### src/rtl/core/tssv_pkg.sv
`timescale 1ns / 1ps
package tssv_pkg;

  // Parse phase of the current file
  typedef enum logic [2:0] {
    PH_HEADER,
    PH_TOKENS,
    PH_FOOTER,
    PH_COMPLETE,
    PH_HALTED
  } phase_t;

  // Controller states
  typedef enum logic [1:0] {
    CS_RUN,
    CS_DIV,
    CS_CHK
  } ctrl_state_t;

  // Status codes
  localparam logic [2:0] SC_OK       = 3'd0;
  localparam logic [2:0] SC_CORRUPT  = 3'd1;
  localparam logic [2:0] SC_VERSION  = 3'd2;
  localparam logic [2:0] SC_CONFIG   = 3'd3;
  localparam logic [2:0] SC_OVERFLOW = 3'd4;

  // Configuration register indexes
  localparam logic [2:0] REG_VOCAB = 3'd0;
  localparam logic [2:0] REG_ID0   = 3'd1;
  localparam logic [2:0] REG_ID1   = 3'd2;
  localparam logic [2:0] REG_ID2   = 3'd3;
  localparam logic [2:0] REG_ID3   = 3'd4;
  localparam logic [2:0] REG_BOS   = 3'd5;
  localparam logic [2:0] REG_EOS   = 3'd6;

  localparam int unsigned CFG_W     = 64;
  localparam int unsigned DIV_STEPS = 64;
  localparam int unsigned DIV_CNT_W = $clog2(DIV_STEPS);

  // Header layout, byte offsets
  localparam logic [6:0] HDR_VER   = 7'd8;
  localparam logic [6:0] HDR_FLAGS = 7'd12;
  localparam logic [6:0] HDR_SEQ   = 7'd16;
  localparam logic [6:0] HDR_TCNT  = 7'd24;
  localparam logic [6:0] HDR_SCNT  = 7'd32;
  localparam logic [6:0] HDR_ID    = 7'd40;
  localparam logic [6:0] HDR_LAST  = 7'd71;

  // File mark, first byte in the low bits
  localparam logic [63:0] SHARD_MARK = 64'h4452_5348_4159_494E;

  localparam logic [31:0] CRC_POLY   = 32'hEDB8_8320;
  localparam logic [31:0] CRC_PRESET = 32'hFFFF_FFFF;

  // Command from controller to datapath
  typedef struct packed {
    logic byte_en;
    logic div_load;
    logic div_step;
    logic chk;
  } tssv_cmd_t;

  // Status from datapath to controller
  typedef struct packed {
    logic hdr_last;
    logic out_busy;
  } tssv_sts_t;

  // Reflected CRC-32 over one byte
  function automatic logic [31:0] crc_byte(input logic [31:0] crc, input logic [7:0] b);
    logic [31:0] c;
    c = crc ^ {24'd0, b};
    for (int k = 0; k < 8; k++) begin
      c = c[0] ? (CRC_POLY ^ (c >> 1)) : (c >> 1);
    end
    return c;
  endfunction

endpackage

### src/rtl/core/tssv_ctrl.sv
`timescale 1ns / 1ps
module tssv_ctrl (
  input  logic                clk,
  input  logic                rst_n,
  input  logic                in_valid,
  input  tssv_pkg::tssv_sts_t sts,
  output tssv_pkg::tssv_cmd_t cmd,
  output logic                in_stall
);
  import tssv_pkg::*;

  ctrl_state_t           state_r, state_nxt;
  logic [DIV_CNT_W-1:0]  cnt_r, cnt_nxt;
  logic                  accept;

  assign accept = in_valid && !in_stall;

  // Next state
  always_comb begin
    state_nxt = state_r;
    cnt_nxt   = cnt_r;
    unique case (state_r)
      CS_RUN: begin
        if (accept && sts.hdr_last) begin
          state_nxt = CS_DIV;
          cnt_nxt   = '0;
        end
      end
      CS_DIV: begin
        cnt_nxt = cnt_r + 1'b1;
        if (cnt_r == DIV_CNT_W'(DIV_STEPS - 1)) state_nxt = CS_CHK;
      end
      CS_CHK: begin
        if (!sts.out_busy) state_nxt = CS_RUN;
      end
      default: state_nxt = CS_RUN;
    endcase
  end

  // Outputs
  always_comb begin
    cmd      = '0;
    in_stall = 1'b1;
    unique case (state_r)
      CS_RUN: begin
        in_stall     = sts.out_busy;
        cmd.byte_en  = in_valid && !sts.out_busy;
        cmd.div_load = in_valid && !sts.out_busy && sts.hdr_last;
      end
      CS_DIV: cmd.div_step = 1'b1;
      CS_CHK: cmd.chk = !sts.out_busy;
      default: ;
    endcase
  end

  always_ff @(posedge clk) begin
    if (!rst_n) begin
      state_r <= CS_RUN;
      cnt_r   <= '0;
    end else begin
      state_r <= state_nxt;
      cnt_r   <= cnt_nxt;
    end
  end

endmodule

### src/rtl/core/tssv_datapath.sv
`timescale 1ns / 1ps
module tssv_datapath (
  input  logic                   clk,
  input  logic                   rst_n,
  input  tssv_pkg::tssv_cmd_t    cmd,
  output tssv_pkg::tssv_sts_t    sts,
  input  logic [7:0]             in_data_byte,
  input  logic                   in_end_of_file,
  input  logic                   cfg_we,
  input  logic [2:0]             cfg_index,
  input  logic [tssv_pkg::CFG_W-1:0] cfg_data,
  output logic                   out_valid,
  input  logic                   out_stall,
  output logic                   out_token_valid,
  output logic [31:0]            out_token_value,
  output logic                   out_status_valid,
  output logic [2:0]             out_status_code
);
  import tssv_pkg::*;

  // Configuration
  logic [32:0] vocab_r;
  logic [63:0] id_r [4];
  logic [31:0] bos_r, eos_r;

  // Parse state
  phase_t      phase_r, phase_nxt;
  logic [6:0]  idx_r, idx_nxt;
  logic        magic_ok_r, magic_ok_nxt;
  logic        id_ok_r, id_ok_nxt;
  logic [31:0] ver_r, ver_nxt;
  logic [31:0] flags_r, flags_nxt;
  logic [63:0] seq_r, seq_nxt;
  logic [63:0] tcnt_r, tcnt_nxt;
  logic [63:0] scnt_r, scnt_nxt;
  logic [63:0] seen_r, seen_nxt;
  logic [31:0] asm_r, asm_nxt;
  logic [31:0] crc_r, crc_nxt;
  logic [31:0] first_r, first_nxt;
  logic [31:0] latest_r, latest_nxt;
  logic [63:0] foot_r, foot_nxt;
  logic [2:0]  err_r, err_nxt;
  logic        pend_r, pend_nxt;

  // Divider
  logic [63:0] rem_r, rem_nxt;
  logic [63:0] quo_r, quo_nxt;
  logic [64:0] trial;
  logic        trial_ge;

  // Output register
  logic        out_valid_r, out_valid_nxt;
  logic        otv_r, otv_nxt;
  logic [31:0] otok_r, otok_nxt;
  logic        osv_r, osv_nxt;
  logic [2:0]  osc_r, osc_nxt;

  logic [7:0]  b;
  logic [31:0] crc_upd;
  logic [4:0]  id_k;
  logic [7:0]  id_want;
  logic [31:0] tok_v;
  logic [63:0] foot_v;
  logic [63:0] seen_inc;
  logic        tok_emit;
  logic        finish;
  logic [2:0]  status;
  logic [2:0]  hdr_err;

  assign b        = in_data_byte;
  assign crc_upd  = crc_byte(crc_r, b);
  assign id_k     = 5'(idx_r - HDR_ID);
  assign id_want  = id_r[id_k[4:3]][{id_k[2:0], 3'b000} +: 8];
  assign seen_inc = seen_r + 64'd1;

  assign sts.hdr_last = (phase_r == PH_HEADER) && (idx_r == HDR_LAST);
  assign sts.out_busy = out_valid_r && out_stall;

  // Header checks, in priority order
  always_comb begin
    priority if (!magic_ok_r)                       hdr_err = SC_CORRUPT;
    else if (ver_r != 32'd1)                        hdr_err = SC_VERSION;
    else if (flags_r != 32'd0 || seq_r == 64'd0 ||
             tcnt_r < 64'd2 || scnt_r == 64'd0)     hdr_err = SC_CORRUPT;
    else if (scnt_r != quo_r + 64'd1)               hdr_err = SC_CORRUPT;
    else if (!id_ok_r)                              hdr_err = SC_CONFIG;
    else if (tcnt_r[63:62] != 2'b00)                hdr_err = SC_OVERFLOW;
    else if (vocab_r == 33'd0)                      hdr_err = SC_CONFIG;
    else                                            hdr_err = SC_OK;
  end

  // Parse one byte, or finish the header checks
  always_comb begin
    phase_nxt    = phase_r;
    idx_nxt      = idx_r;
    magic_ok_nxt = magic_ok_r;
    id_ok_nxt    = id_ok_r;
    ver_nxt      = ver_r;
    flags_nxt    = flags_r;
    seq_nxt      = seq_r;
    tcnt_nxt     = tcnt_r;
    scnt_nxt     = scnt_r;
    seen_nxt     = seen_r;
    asm_nxt      = asm_r;
    crc_nxt      = crc_r;
    first_nxt    = first_r;
    latest_nxt   = latest_r;
    foot_nxt     = foot_r;
    err_nxt      = err_r;
    pend_nxt     = pend_r;
    tok_v        = asm_r;
    foot_v       = foot_r;
    tok_emit     = 1'b0;
    finish       = 1'b0;
    status       = SC_OK;

    if (cmd.byte_en) begin
      tok_v[{idx_r[1:0], 3'b000} +: 8]  = b;
      foot_v[{idx_r[2:0], 3'b000} +: 8] = b;
      unique case (phase_r)
        PH_HEADER: begin
          crc_nxt = crc_upd;
          priority if (idx_r < HDR_VER) begin
            if (b != SHARD_MARK[{idx_r[2:0], 3'b000} +: 8]) magic_ok_nxt = 1'b0;
          end else if (idx_r < HDR_FLAGS) begin
            ver_nxt[{idx_r[1:0], 3'b000} +: 8] = b;
          end else if (idx_r < HDR_SEQ) begin
            flags_nxt[{idx_r[1:0], 3'b000} +: 8] = b;
          end else if (idx_r < HDR_TCNT) begin
            seq_nxt[{idx_r[2:0], 3'b000} +: 8] = b;
          end else if (idx_r < HDR_SCNT) begin
            tcnt_nxt[{idx_r[2:0], 3'b000} +: 8] = b;
          end else if (idx_r < HDR_ID) begin
            scnt_nxt[{idx_r[2:0], 3'b000} +: 8] = b;
          end else begin
            if (b != id_want) id_ok_nxt = 1'b0;
          end
          if (idx_r != HDR_LAST) begin
            idx_nxt = idx_r + 7'd1;
          end else begin
            // hold end of file until the checks are done
            idx_nxt  = '0;
            pend_nxt = in_end_of_file;
          end
        end
        PH_TOKENS: begin
          crc_nxt = crc_upd;
          if (idx_r[1:0] != 2'd3) begin
            idx_nxt = idx_r + 7'd1;
            asm_nxt = tok_v;
          end else begin
            idx_nxt = '0;
            asm_nxt = '0;
            if ({1'b0, tok_v} >= vocab_r) begin
              err_nxt   = SC_CORRUPT;
              phase_nxt = PH_HALTED;
            end else begin
              tok_emit   = 1'b1;
              if (seen_r == 64'd0) first_nxt = tok_v;
              latest_nxt = tok_v;
              seen_nxt   = seen_inc;
              if (seen_inc >= tcnt_r) phase_nxt = PH_FOOTER;
            end
          end
        end
        PH_FOOTER: begin
          if (idx_r[2:0] != 3'd7) begin
            idx_nxt  = idx_r + 7'd1;
            foot_nxt = foot_v;
          end else begin
            idx_nxt  = '0;
            foot_nxt = foot_v;
            if (foot_v[31:0] != 32'd1 || foot_v[63:32] != ~crc_r) begin
              err_nxt   = SC_CORRUPT;
              phase_nxt = PH_HALTED;
            end else begin
              phase_nxt = PH_COMPLETE;
            end
          end
        end
        PH_COMPLETE: begin
          err_nxt   = SC_CORRUPT;
          phase_nxt = PH_HALTED;
        end
        default: ;
      endcase

      // end of file: report and start over
      if (in_end_of_file && !sts.hdr_last) begin
        finish = 1'b1;
        priority if (err_nxt != SC_OK)                     status = err_nxt;
        else if (phase_nxt != PH_COMPLETE)                 status = SC_CORRUPT;
        else if (first_nxt != bos_r || latest_nxt != eos_r) status = SC_CONFIG;
        else                                               status = SC_OK;
      end
    end else if (cmd.chk) begin
      if (hdr_err != SC_OK) begin
        err_nxt   = hdr_err;
        phase_nxt = PH_HALTED;
      end else begin
        phase_nxt = PH_TOKENS;
      end
      if (pend_r) begin
        finish = 1'b1;
        status = (hdr_err != SC_OK) ? hdr_err : SC_CORRUPT;
      end
    end

    if (finish) begin
      phase_nxt    = PH_HEADER;
      idx_nxt      = '0;
      magic_ok_nxt = 1'b1;
      id_ok_nxt    = 1'b1;
      ver_nxt      = '0;
      flags_nxt    = '0;
      seq_nxt      = '0;
      tcnt_nxt     = '0;
      scnt_nxt     = '0;
      seen_nxt     = '0;
      asm_nxt      = '0;
      crc_nxt      = CRC_PRESET;
      first_nxt    = '0;
      latest_nxt   = '0;
      foot_nxt     = '0;
      err_nxt      = SC_OK;
      pend_nxt     = 1'b0;
    end
  end

  // Restoring divider, one quotient bit per step
  assign trial    = {rem_r, quo_r[63]};
  assign trial_ge = trial >= {1'b0, seq_r};

  always_comb begin
    rem_nxt = rem_r;
    quo_nxt = quo_r;
    if (cmd.div_load) begin
      rem_nxt = '0;
      quo_nxt = tcnt_r - 64'd2;
    end else if (cmd.div_step) begin
      rem_nxt = trial_ge ? 64'(trial - {1'b0, seq_r}) : trial[63:0];
      quo_nxt = {quo_r[62:0], trial_ge};
    end
  end

  // Load a request into the output register, drop it when taken
  always_comb begin
    out_valid_nxt = out_valid_r && out_stall;
    otv_nxt       = otv_r;
    otok_nxt      = otok_r;
    osv_nxt       = osv_r;
    osc_nxt       = osc_r;
    if (tok_emit || finish) begin
      out_valid_nxt = 1'b1;
      otv_nxt       = tok_emit;
      otok_nxt      = tok_emit ? tok_v : 32'd0;
      osv_nxt       = finish;
      osc_nxt       = finish ? status : SC_OK;
    end
  end

  assign out_valid        = out_valid_r;
  assign out_token_valid  = otv_r;
  assign out_token_value  = otok_r;
  assign out_status_valid = osv_r;
  assign out_status_code  = osc_r;

  // Control and parse registers
  always_ff @(posedge clk) begin
    if (!rst_n) begin
      phase_r     <= PH_HEADER;
      idx_r       <= '0;
      magic_ok_r  <= 1'b1;
      id_ok_r     <= 1'b1;
      ver_r       <= '0;
      flags_r     <= '0;
      seq_r       <= '0;
      tcnt_r      <= '0;
      scnt_r      <= '0;
      seen_r      <= '0;
      asm_r       <= '0;
      crc_r       <= CRC_PRESET;
      first_r     <= '0;
      latest_r    <= '0;
      foot_r      <= '0;
      err_r       <= SC_OK;
      pend_r      <= 1'b0;
      out_valid_r <= 1'b0;
    end else begin
      phase_r     <= phase_nxt;
      idx_r       <= idx_nxt;
      magic_ok_r  <= magic_ok_nxt;
      id_ok_r     <= id_ok_nxt;
      ver_r       <= ver_nxt;
      flags_r     <= flags_nxt;
      seq_r       <= seq_nxt;
      tcnt_r      <= tcnt_nxt;
      scnt_r      <= scnt_nxt;
      seen_r      <= seen_nxt;
      asm_r       <= asm_nxt;
      crc_r       <= crc_nxt;
      first_r     <= first_nxt;
      latest_r    <= latest_nxt;
      foot_r      <= foot_nxt;
      err_r       <= err_nxt;
      pend_r      <= pend_nxt;
      out_valid_r <= out_valid_nxt;
    end
  end

  // Payload registers
  always_ff @(posedge clk) begin
    rem_r  <= rem_nxt;
    quo_r  <= quo_nxt;
    otv_r  <= otv_nxt;
    otok_r <= otok_nxt;
    osv_r  <= osv_nxt;
    osc_r  <= osc_nxt;
  end

  // Configuration registers
  always_ff @(posedge clk) begin
    if (!rst_n) begin
      vocab_r <= '0;
      id_r[0] <= '0;
      id_r[1] <= '0;
      id_r[2] <= '0;
      id_r[3] <= '0;
      bos_r   <= 32'd1;
      eos_r   <= 32'd2;
    end else if (cfg_we) begin
      unique case (cfg_index)
        REG_VOCAB: vocab_r <= cfg_data[32:0];
        REG_ID0:   id_r[0] <= cfg_data;
        REG_ID1:   id_r[1] <= cfg_data;
        REG_ID2:   id_r[2] <= cfg_data;
        REG_ID3:   id_r[3] <= cfg_data;
        REG_BOS:   bos_r   <= cfg_data[31:0];
        REG_EOS:   eos_r   <= cfg_data[31:0];
        default: ;
      endcase
    end
  end

endmodule

### src/rtl/core/token_shard_stream_validator_top.sv
`timescale 1ns / 1ps
// Results are registered in the output register. Throughput: one byte per cycle
// while the output is not stalled, except after the last header byte, where input
// stalls while the 64-step shift-subtract divider checks the sample count.
// Reset: synchronous active-low rst_n clears parse state and the output valid flag
// and returns the registers to vocab 0, identity 0, BOS token 1, EOS token 2.
module token_shard_stream_validator_top (
  input  logic                       clk,
  input  logic                       rst_n,
  input  logic                       in_valid,
  output logic                       in_stall,
  input  logic [7:0]                 in_data_byte,
  input  logic                       in_end_of_file,
  input  logic                       cfg_we,
  input  logic [2:0]                 cfg_index,
  input  logic [tssv_pkg::CFG_W-1:0] cfg_data,
  output logic                       out_valid,
  input  logic                       out_stall,
  output logic                       out_token_valid,
  output logic [31:0]                out_token_value,
  output logic                       out_status_valid,
  output logic [2:0]                 out_status_code
);
  import tssv_pkg::*;

  tssv_cmd_t cmd;
  tssv_sts_t sts;

  tssv_ctrl u_ctrl (
    .clk      (clk),
    .rst_n    (rst_n),
    .in_valid (in_valid),
    .sts      (sts),
    .cmd      (cmd),
    .in_stall (in_stall)
  );

  tssv_datapath u_dp (
    .clk              (clk),
    .rst_n            (rst_n),
    .cmd              (cmd),
    .sts              (sts),
    .in_data_byte     (in_data_byte),
    .in_end_of_file   (in_end_of_file),
    .cfg_we           (cfg_we),
    .cfg_index        (cfg_index),
    .cfg_data         (cfg_data),
    .out_valid        (out_valid),
    .out_stall        (out_stall),
    .out_token_valid  (out_token_valid),
    .out_token_value  (out_token_value),
    .out_status_valid (out_status_valid),
    .out_status_code  (out_status_code)
  );

  // Every request carries a token or a status
  a_out_nonempty: assert property (@(posedge clk) disable iff (!rst_n)
    out_valid |-> (out_token_valid || out_status_valid))
    else $error("empty output request");

  // A token field is zero when no token is carried
  a_tok_zero: assert property (@(posedge clk) disable iff (!rst_n)
    (out_valid && !out_token_valid) |-> (out_token_value == 32'd0))
    else $error("stale token value");

  // The header end starts the divider and blocks input
  a_div_stall: assert property (@(posedge clk) disable iff (!rst_n)
    cmd.div_load |=> in_stall)
    else $error("input taken during divide");

endmodule

### config.mk
export PLATFORM = sky130hd
export DESIGN_NAME = token_shard_stream_validator_top
export DESIGN_NICKNAME = d
export VERILOG_FILES = /design/src/rtl/core/tssv_pkg.sv /design/src/rtl/core/tssv_ctrl.sv /design/src/rtl/core/tssv_datapath.sv /design/src/rtl/core/token_shard_stream_validator_top.sv
export SDC_FILE = /design/constraint.sdc
export NUM_CORES = 2
export LEC_CHECK = 0
export ABC_CLOCK_PERIOD_IN_PS = 7700
export BUFFER_PORTS_ARGS = -buffer_cell sky130_fd_sc_hd__buf_4
export CAP_MARGIN = 10
export CORE_ASPECT_RATIO = 0.8
export CORE_MARGIN = 5
export CORE_UTILIZATION = 60
export CTS_BUF_LIST = sky130_fd_sc_hd__clkbuf_4
export DETAILED_ROUTE_END_ITERATION = 10
export GPL_TIMING_DRIVEN = 0
export HOLD_SLACK_MARGIN = 0.12
export PLACE_DENSITY = 0.77
export SLEW_MARGIN = 20
export SYNTH_ARGS = -nofsm -noshare
export SYNTH_HDL_FRONTEND = slang
export SYNTH_HIERARCHICAL = 1
export SYNTH_SLANG_ARGS = --single-unit
### constraint.sdc
create_clock -name clk -period 7.7 [get_ports clk]
set_input_delay 0 -clock clk [delete_from_list [all_inputs] [get_ports clk]]
set_output_delay 0 -clock clk [all_outputs]
set_load 0.02 [all_outputs]
==> impl_metrics.py <==
metrics = {
    "route": {
        "postRouteAntennaNets": 0,
        "drc": 0,
        "wl_per_cell_um": 25.2,
        "via_count": 55929,
        "via_per_inst": 6.45,
        "drtPass1Iterations": 10,
        "drt_iter0_markers": 8753,
        "routed_wl_um": 218000,
    },
    "critical_path": {
        "cp.arrival_ns": 8.85,
        "crit_fanout": 13,
        "worstSetupEndpointType": "flip-flop",
        "crit_type": "reg -> reg",
        "crit_required_ns": 8.76,
        "cp-start-kind": "flip-flop",
    },
    "power": {
        "ir_drop_v": 0.000176,
        "p_leak_uw": 0.0247,
        "powerDensity_nw_per_um2": 194,
        "design_power_total_uw": 12900,
    },
    "floorplanning": {
        "num_rows": 101,
        "start_util_pct": 60.7,
        "pin_count": 120,
        "dieArea_um2": 103000,
        "core_area_um2": 95300,
        "die_h_um": 288,
        "die_w_um": 357,
    },
    "global_route": {
        "grt_pass1_wl_um": 322000,
        "antenna_found_initial": 9,
        "grt_pass1_vias": 52139,
        "track_usage_pct": 41.3,
        "gr-total-overflow": 0,
        "grt_max_degree": 62,
    },
    "logic_synthesis": {
        "synth_area_leader_cell": "dfxtp_1",
        "synth_nets": 6840,
        "ys_types": 100,
        "synthCells": 6581,
        "yosysWarnings": 6,
        "ys_ff_latch": 1055,
        "synth.top_cell.area_share_pct": 24.2,
        "syn_avg_cell_area_um2": 8.79,
        "synth_ff_type": "dfxtp_1",
        "netlist_top_cells_area": "dfxtp_1, edfxtp_1, nor2_1, a21oi_1, nand2_1",
        "async_flop_share_pct": 0,
        "yosysSeqAreaShare_pct": 42.7,
        "syn_area_um2": 57900,
        "synth_edf_count": 357,
    },
    "clocking": {
        "clock_sinks": 1055,
        "path_clk_slew_ns": 0.08,
        "insertion_delay_ns": 1.24,
        "numCtsBuffers": 287,
        "h-tree-depth": 5,
        "cts_tree": "done",
        "cts_root_buf": "clkbuf_4",
        "clockBufferDepth": 4,
    },
    "cells_and_area": {
        "layout.cells.non_filler": 8674,
        "final_cell_mix": "nor2_1, dfxtp_1, nand2_1, a21oi_1, clkbuf_4",
        "register_area_um2": 24700,
        "fillers": 7566,
        "synthToLayoutAreaGrowth_pct": 14.6,
        "fin_area_um2": 66300,
        "drive_above_1_share_pct": 11.0,
        "postLayoutCoreUtil_pct": 69.6,
        "final_common_cell": "nor2_1",
        "final_nets": 7448,
        "multi_input_area_um2": 31000,
    },
    "sta": {
        "fin_skew_ns": 0.0842,
        "clock.fmax_mhz": 128,
        "slew_headroom_pct": 10.8,
        "worstMarginPinSlew_ns": 1.34,
        "maxSlewViolCount": 0,
        "hold_viol_final": 0,
        "period_minus_slack_ns": 7.79,
        "fin_ws_ns": -0.0910,
        "period_share_pct": 101,
        "setup_viol": 15,
    },
    "placed_design": {
        "dp_cells": 8008,
        "place_area_um2": 60800,
        "pre_cts_ws_ns": -1.54,
        "detailed_place_hpwl_um": 157000,
        "port_buffers": 114,
        "gp_congestion": 1.04,
    },
    "status": {
        "status": "finished, violations left",
        "violations": "negative setup slack",
    },
    "run": {
        "max_cap_viol_count": 0,
    },
    "worst_hold_path": {
        "hold_class": "in -> reg",
    },
}
worst max-delay path: stages (launching register included):
cell and delay [ns]:
dfxtp_1 0.37, clkbuf_1 0.27, inv_2 0.37, buf_4 0.42, ha_1 0.47, clkbuf_2 0.32
and3b_1 0.22, clkbuf_1 0.26, a31oi_1 0.77, inv_1 0.43, ha_1 0.43, nand2_1 0.08
o21a_1 0.10, o22ai_1 0.13, nand4bb_1 0.29, clkbuf_1 0.27, nor2_2 0.48, nand2_2 0.38
inv_1 0.24, clkbuf_1 0.50, clkbuf_2 0.48, nand2_1 0.17, inv_1 0.15
kinds of logic after synthesis:
family                     Yosys count  share of synthesized area [%]
and+or+nand+nor                   2753                           23.0
AOI/OAI and AO/OA                 1183                           12.4
DFF                               1055                           42.7
buffers and inverters              673                           4.42
xor gates and xnor gates           461                           6.98
muxes                              278                           6.56
adders and majority gates          178                           3.86
registers in the layout (all words and copies together), names as in the netlist, 33 cells and up:
signal / cells
u_dp/id_r: 256
u_dp/seq_r: 64
u_dp/foot_r: 64
u_dp/vocab_r: 33
u_dp/scnt_r: 64
u_dp/tcnt_r: 64
u_dp/rem_r: 64
u_dp/seen_r: 64
u_dp/quo_r: 64
worst paths after layout:
kind / start / endpoint / slack (ns) / cells after the start
worst max-delay path: u_dp/idx_r[1]$_SDFFE_PP0P_ / u_dp/out_token_value[19]$_SDFFCE_PN0P_ / -0.09 / 22
worst min-delay path: cfg_data[50] / u_dp/id_r[1][50]$_SDFFCE_PN0P_ / 0.23 / 4
worst max register to register: u_dp/idx_r[1]$_SDFFE_PP0P_ / u_dp/out_token_value[19]$_SDFFCE_PN0P_ / -0.09 / 22
worst min register to register: u_dp/first_r[22]$_SDFFE_PP0P_ / u_dp/first_r[22]$_SDFFE_PP0P_ / 0.46 / 2
where the power goes:
part	leakage [uW]	internal, uW	switching, uW
Combinational	0.0136	672	1270
Sequential	0.00902	5910	118
Clock	0.00204	2500	2410
Total	0.0247	9080	3800
repair_timing:
action | in CTS | in global routing
gates cloned | 0 | 0
resized for setup | 30 | 28
hold buffers | 174 | 0
hold endpoints to repair | 968 | 0
setup buffers | 0 | 5
pin swaps | 0 | 1
endpoints found under the setup margin | 201 | 66
layer usage:
layer  global-route usage (%)  part of all wire, %  vias up  routed length [um]
li1                         -                    -    24582                   -
met5                        0                0.021        -                  45
met3                     13.7                   16      770               34400
met2                     57.8                   40     4246               87700
met4                     19.1                  5.0        4               10900
met1                     57.9                   39    26327               85300
synthesized netlist by cell type (25+ instances only):
cell and number:
nor2_1 861, dfxtp_1 698, nand2_1 688, a21oi_1 570, edfxtp_1 357, clkbuf_1 344, and2_1 302, xnor2_1 286
inv_1 275, mux2i_1 188, ha_1 177, o21ai_0 176, xor2_1 175, nor4_1 167, nand3_1 149, nor3_1 126
nand4_1 124, mux4_2 80, and3_1 68, a21o_1 62, or3_1 59, o211ai_1 44, nand2b_1 38, a311oi_1 36
nor2b_1 35, a31oi_1 34, buf_1 33, a21boi_0 27, a22oi_1 26, a211oi_1 25
through the flow:
stage                     TNS, ns  hold slack [ns]
final                      -0.388            0.233
after global routing       -0.145            0.191
after CTS                       0            0.122
after detailed placement  -207.58            0.271
after global placement    -560.16            0.266
after floorplan                 0            0.124
cell type report:
type,instances,area share (%)
Inverter,279,1.59
Tap cell,1287,2.43
Buffer,394,2.33
Antenna cell,16,0.0604
Multi-Input combinational cell,4853,46.7
Timing Repair Buffer,319,4.58
Sequential cell,1055,37.2
Clock inverter,62,0.449
Clock buffer,409,4.63
No activity file was read; power rests on OpenSTA's default activity.
